**src/hdl/fp64_dot_product_accumulator_defines.svh**
```systemverilog
// ----------------------------------------------------------------------------
// fp64 dot product accumulator: assertion macros
// Shared concurrent assertion forms, clocked on clk_i and disabled in reset.
// ----------------------------------------------------------------------------
`ifndef FP64_DOT_PRODUCT_ACCUMULATOR_DEFINES_SVH
`define FP64_DOT_PRODUCT_ACCUMULATOR_DEFINES_SVH

// Property must hold at every clock edge outside reset.
`define FDPA_ASSERT(label, prop, msg) \
  label: assert property (@(posedge clk_i) disable iff (!rst_ni) (prop)) \
    else $error(msg);

// Condition must never be seen at a clock edge outside reset.
`define FDPA_NEVER(label, cond, msg) \
  label: assert property (@(posedge clk_i) disable iff (!rst_ni) !(cond)) \
    else $error(msg);

`endif

```
**src/hdl/fdpa_pkg.sv**
```systemverilog
// ----------------------------------------------------------------------------
// fdpa_pkg
// Types, constants and the normalize step shared by the front and back ends.
// ----------------------------------------------------------------------------
package fdpa_pkg;

  localparam int unsigned SIG_W   = 128;
  localparam int unsigned SH_W    = $clog2(SIG_W);
  localparam int unsigned EXP_W   = 14;
  localparam int unsigned TOP_POS = 125;
  localparam int unsigned NORM_STEPS = SH_W;

  localparam logic [63:0] QNAN_BITS = 64'h7FF8_0000_0000_0000;
  localparam logic [63:0] INF_BITS  = 64'h7FF0_0000_0000_0000;

  typedef logic signed [EXP_W-1:0] exp_t;
  typedef logic [SIG_W-1:0]        sig_t;

  typedef enum logic [1:0] {
    KIND_FIN,
    KIND_ZERO,
    KIND_INF,
    KIND_NAN
  } kind_e;

  // Exact product: value = sig * 2^exp, sig normalized to TOP_POS when finite.
  typedef struct packed {
    kind_e kind;
    logic  sign;
    exp_t  exp;
    sig_t  sig;
    logic  last;
  } prod_t;

  typedef struct packed {
    sig_t sig;
    exp_t exp;
  } norm_t;

  typedef enum logic [2:0] {
    B_IDLE,
    B_CNORM,
    B_ALIGN,
    B_ADD,
    B_NORM,
    B_ROUND,
    B_PACK,
    B_DONE
  } back_state_e;

  // One step of a binary leading-zero search: shift left by SIG_W/2 >> idx
  // when that many bits at and below TOP_POS are all clear.
  function automatic norm_t norm_step(sig_t s, exp_t e, logic [SH_W-1:0] idx);
    int unsigned k;
    norm_t       r;
    k = (SIG_W / 2) >> idx;
    if ((s >> (TOP_POS + 1 - k)) == '0) begin
      r.sig = s << k;
      r.exp = e - exp_t'(k);
    end else begin
      r.sig = s;
      r.exp = e;
    end
    return r;
  endfunction

endpackage

```
**src/hdl/fdpa_queue.sv**
```systemverilog
// ----------------------------------------------------------------------------
// fdpa_queue
// Short first-in first-out queue of products between front and back.
// ----------------------------------------------------------------------------
module fdpa_queue #(
  parameter int unsigned DEPTH = 4
) (
  input  logic            clk_i,
  input  logic            rst_ni,
  input  logic            push_valid_i,
  output logic            push_ready_o,
  input  fdpa_pkg::prod_t push_data_i,
  output logic            pop_valid_o,
  input  logic            pop_ready_i,
  output fdpa_pkg::prod_t pop_data_o
);

  localparam int unsigned PTR_W = (DEPTH > 1) ? $clog2(DEPTH) : 1;
  localparam int unsigned CNT_W = $clog2(DEPTH + 1);

  fdpa_pkg::prod_t  mem_q [DEPTH];
  logic [PTR_W-1:0] wr_ptr_q, wr_ptr_d, rd_ptr_q, rd_ptr_d;
  logic [CNT_W-1:0] count_q, count_d;
  logic             push, pop;

  assign push_ready_o = (count_q != CNT_W'(DEPTH));
  assign pop_valid_o  = (count_q != '0);
  assign pop_data_o   = mem_q[rd_ptr_q];
  assign push         = push_valid_i && push_ready_o;
  assign pop          = pop_valid_o && pop_ready_i;

  always_comb begin
    wr_ptr_d = wr_ptr_q;
    rd_ptr_d = rd_ptr_q;
    count_d  = count_q;
    if (push) begin
      wr_ptr_d = (wr_ptr_q == PTR_W'(DEPTH - 1)) ? '0 : wr_ptr_q + 1'b1;
    end
    if (pop) begin
      rd_ptr_d = (rd_ptr_q == PTR_W'(DEPTH - 1)) ? '0 : rd_ptr_q + 1'b1;
    end
    if (push && !pop) begin
      count_d = count_q + 1'b1;
    end else if (pop && !push) begin
      count_d = count_q - 1'b1;
    end
  end

  always_ff @(posedge clk_i or negedge rst_ni) begin
    if (!rst_ni) begin
      wr_ptr_q <= '0;
      rd_ptr_q <= '0;
      count_q  <= '0;
    end else begin
      wr_ptr_q <= wr_ptr_d;
      rd_ptr_q <= rd_ptr_d;
      count_q  <= count_d;
    end
  end

  always_ff @(posedge clk_i) begin
    if (push) begin
      mem_q[wr_ptr_q] <= push_data_i;
    end
  end

endmodule

```
**config.mk**
```make
export PLATFORM = sky130hd
export DESIGN_NAME = fdpa_queue
export DESIGN_NICKNAME = d
export VERILOG_FILES = /design/src/hdl/fp64_dot_product_accumulator_defines.svh /design/src/hdl/fdpa_pkg.sv /design/src/hdl/fdpa_queue.sv
export SDC_FILE = /design/constraint.sdc
export NUM_CORES = 1
export LEC_CHECK = 0
export BUFFER_PORTS_ARGS = -buffer_cell sky130_fd_sc_hd__buf_2
export CORE_UTILIZATION = 50
export DETAILED_ROUTE_END_ITERATION = 6
export PLACE_DENSITY = 0.71
export SETUP_SLACK_MARGIN = 0.1
export SYNTH_ARGS = -nofsm -noshare
export SYNTH_HDL_FRONTEND = slang
export SYNTH_SLANG_ARGS = --single-unit
```
**constraint.sdc**
```tcl
create_clock -name clk_i -period 9.5 [get_ports clk_i]
set_clock_uncertainty 0.1 [all_clocks]
set_input_delay 1.9 -clock clk_i [delete_from_list [all_inputs] [get_ports clk_i]]
set_output_delay 1.9 -clock clk_i [all_outputs]
set_load 0.1 [all_outputs]
```
==> flow_summary.json <==
{
  "wl_per_cell_um": 22.4,
  "gp_congestion": 0.736,
  "cp.arrival_ns": 3.36,
  "cts_buffer_depth": 3,
  "cts_made_buffers": 57,
  "synth_area_um2": 21600,
  "dp_hpwl_mm": 23.3,
  "io_pins": 298,
  "num_rows": 75,
  "fmax_ghz": 0.187,
  "htree_levels": 2,
  "die_h_um": 210,
  "rsz0062_at_grt": "no",
  "grt_overflow": 0,
  "cts.sinks": 591,
  "synth_top_area_cell": "edfxtp_1",
  "vias": 9465,
  "initial_core_util": 0.511,
  "grt.total_usage": 0.181,
  "syn_inst": 800,
  "ys_warn_count": 0,
  "cp_max_fo": 50,
  "cp.required_ns": 7.50,
  "setup_viol": 0,
  "yosysTopAreaCellShare": 0.812,
  "core_um2": 42300,
  "cts_root_buffer": "clkbuf_16",
  "maxCapViolations": 0,
  "syn2layout_area_growth_pct": 18.0,
  "r2r_cells": 4,
  "report.final.slew_viol_count": 0,
  "tritoncts": "yes",
  "crit_type": "flip-flop to primary output",
  "grt_pass1_vias": 9941,
  "drc": 0,
  "clk_pin_slew_ns": 0.06,
  "drtAntennaViolNets": 0,
  "timing.rr.start": "count_q[0]",
  "syn-num-nets": 957,
  "drt_iter0_drc": 645,
  "hp-class": "flip-flop to flip-flop",
  "worstSetupEndpointType": "primary output",
  "viasPerCell": 5.36,
  "cp-startpoint": "rd_ptr_q[0]",
  "max_stage_delay_ns": 0.89,
  "start_kind": "flip-flop",
  "status": "finished, final reports clean",
  "clk_latency_ns": 0.59,
  "grt_max_degree": 70,
  "hold_buffers": 0,
  "die_w_um": 210,
  "finalHoldViolations": 0,
  "final_layout_size_suffix_gt1_frac": 0.466,
  "avgSynthCellArea_um2": 27.0,
  "ys_seq_elements": 591,
  "synth_area_leaders": "edfxtp_1 (81%), mux4_2 (15%), buf_12 (1.0%)",
  "worstMarginPinSlew_ns": 1.03,
  "dr.pass1.iters": 4,
  "min_period_over_period": 0.564,
  "wl_mm": 39.5,
  "cp.buffers_inverters": 2,
  "whs_path_depth": 1,
  "final_common_cell": "edfxtp_1",
  "nFillCells": 2987,
  "cts_resized": 0,
  "die_area_um2": 44000,
  "crit_slowest_cell": "dfrtp_4",
  "cp.depth": 3,
  "port-buffer-count": 297,
  "ys_seq_area_frac": 0.820,
  "final_cell_mix": "edfxtp_1 (584), buf_2 (297), mux4_2 (146)",
  "grt_pass1_wl_mm": 59.4,
  "hp-start": "count_q[2]",
  "relSlewSlack": 0.313,
  "period_needed_ns": 5.36,
  "antenna_found_initial": 14,
  "crit_family": "buffers and inverters",
  "synth_cell_types": 19,
  "nNetsFinal": 1293,
  "post_cts_buffers": 0,
  "setup_tns_ns": 0,
  "crit_chain": "buf_4 > mux4_2 > buf_2"
}
[routing by layer]
metal | up-vias | wire [um] | GRT usage
li1 | 4161 | - | -
met1 | 4907 | 16800 | 0.250
met2 | 306 | 18200 | 0.271
met3 | 73 | 3530 | 0.0678
met4 | 18 | 776 | 0.0551
met5 | - | 110 | 0
[metrics by stage]
stage / instance area [um^2] / setup WS, ns / utilization / hold slack, ns / instances
3_3_place_gp: 23600 / 4.62 / 0.557 / 0.390 / 1654
6_report: 25500 / 4.14 / 0.602 / 0.416 / 1765
4_1_cts: 25500 / 3.97 / 0.602 / 0.414 / 1758
5_1_grt: 25500 / 3.81 / 0.602 / 0.439 / 1760
3_5_place_dp: 23600 / 4.61 / 0.557 / 0.403 / 1654
2_1_floorplan: 21600 / 3.24 / - / 0.375 / 800
[logic make-up (layout without fill, tap and decap cells)]
group	after synthesis	after routing	share of synthesized area
compound gates	1	1	0.000348
xor+xnor	3	3	0.00122
fa+ha+maj	7	7	0.00440
buf+inv	36	417	0.0170
flops	591	591	0.820
mux	151	151	0.155
other cells	0	7	0
simple gates	11	11	0.00249
[worst reg2reg max path, delay by kind of cell (launching register included)]
kind	cells	cell delay, ns
buf+inv	1	0.76
compound gates	1	0.50
flops	1	0.44
simple gates	2	0.96
[flip-flops by register name (all words and copies together), names as in the netlist]
register / cells
count_q: 3
mem_q: 584
rd_ptr_q: 2
wr_ptr_q: 2
[worst paths after layout]
path | end | slack, ns
worst max-delay path | pop_data_o[110] | 4.14
worst min-delay path | count_q[2] | 0.42
worst max register to register | mem_q[0][41] | 6.34
worst min register to register | count_q[2] | 0.42
max in group asynchronous | rd_ptr_q[0] | 8.05
min in group asynchronous | rd_ptr_q[1] | 1.04
[Yosys cell counts (all sizes together)]
| cell type | number |
|---|---|
| ha | 6 |
| nand2 | 2 |
| mux2 | 5 |
| fa | 1 |
| or3 | 1 |
| nor2 | 4 |
| buf | 31 |
| xnor2 | 1 |
| clkbuf | 2 |
| a21boi | 1 |
| mux4 | 146 |
| and2 | 4 |
| xor2 | 2 |
| dfrtp | 7 |
| edfxtp | 584 |
| inv | 3 |
[area by class of cell]
type | count | area [um^2] | share of cell area
Sequential cell | 591 | 17700 | 0.695
Multi-Input combinational cell | 173 | 3540 | 0.139
Timing Repair Buffer | 310 | 1580 | 0.0622
Clock buffer | 67 | 1510 | 0.0591
Tap cell | 577 | 722 | 0.0283
Clock inverter | 37 | 387 | 0.0152
Antenna cell | 7 | 17.5 | 0.000687
Inverter | 3 | 11.3 | 0.000442
Power is not shown: default switching activity piles up to over one toggle a cycle in this logic, so the estimate is an artifact.
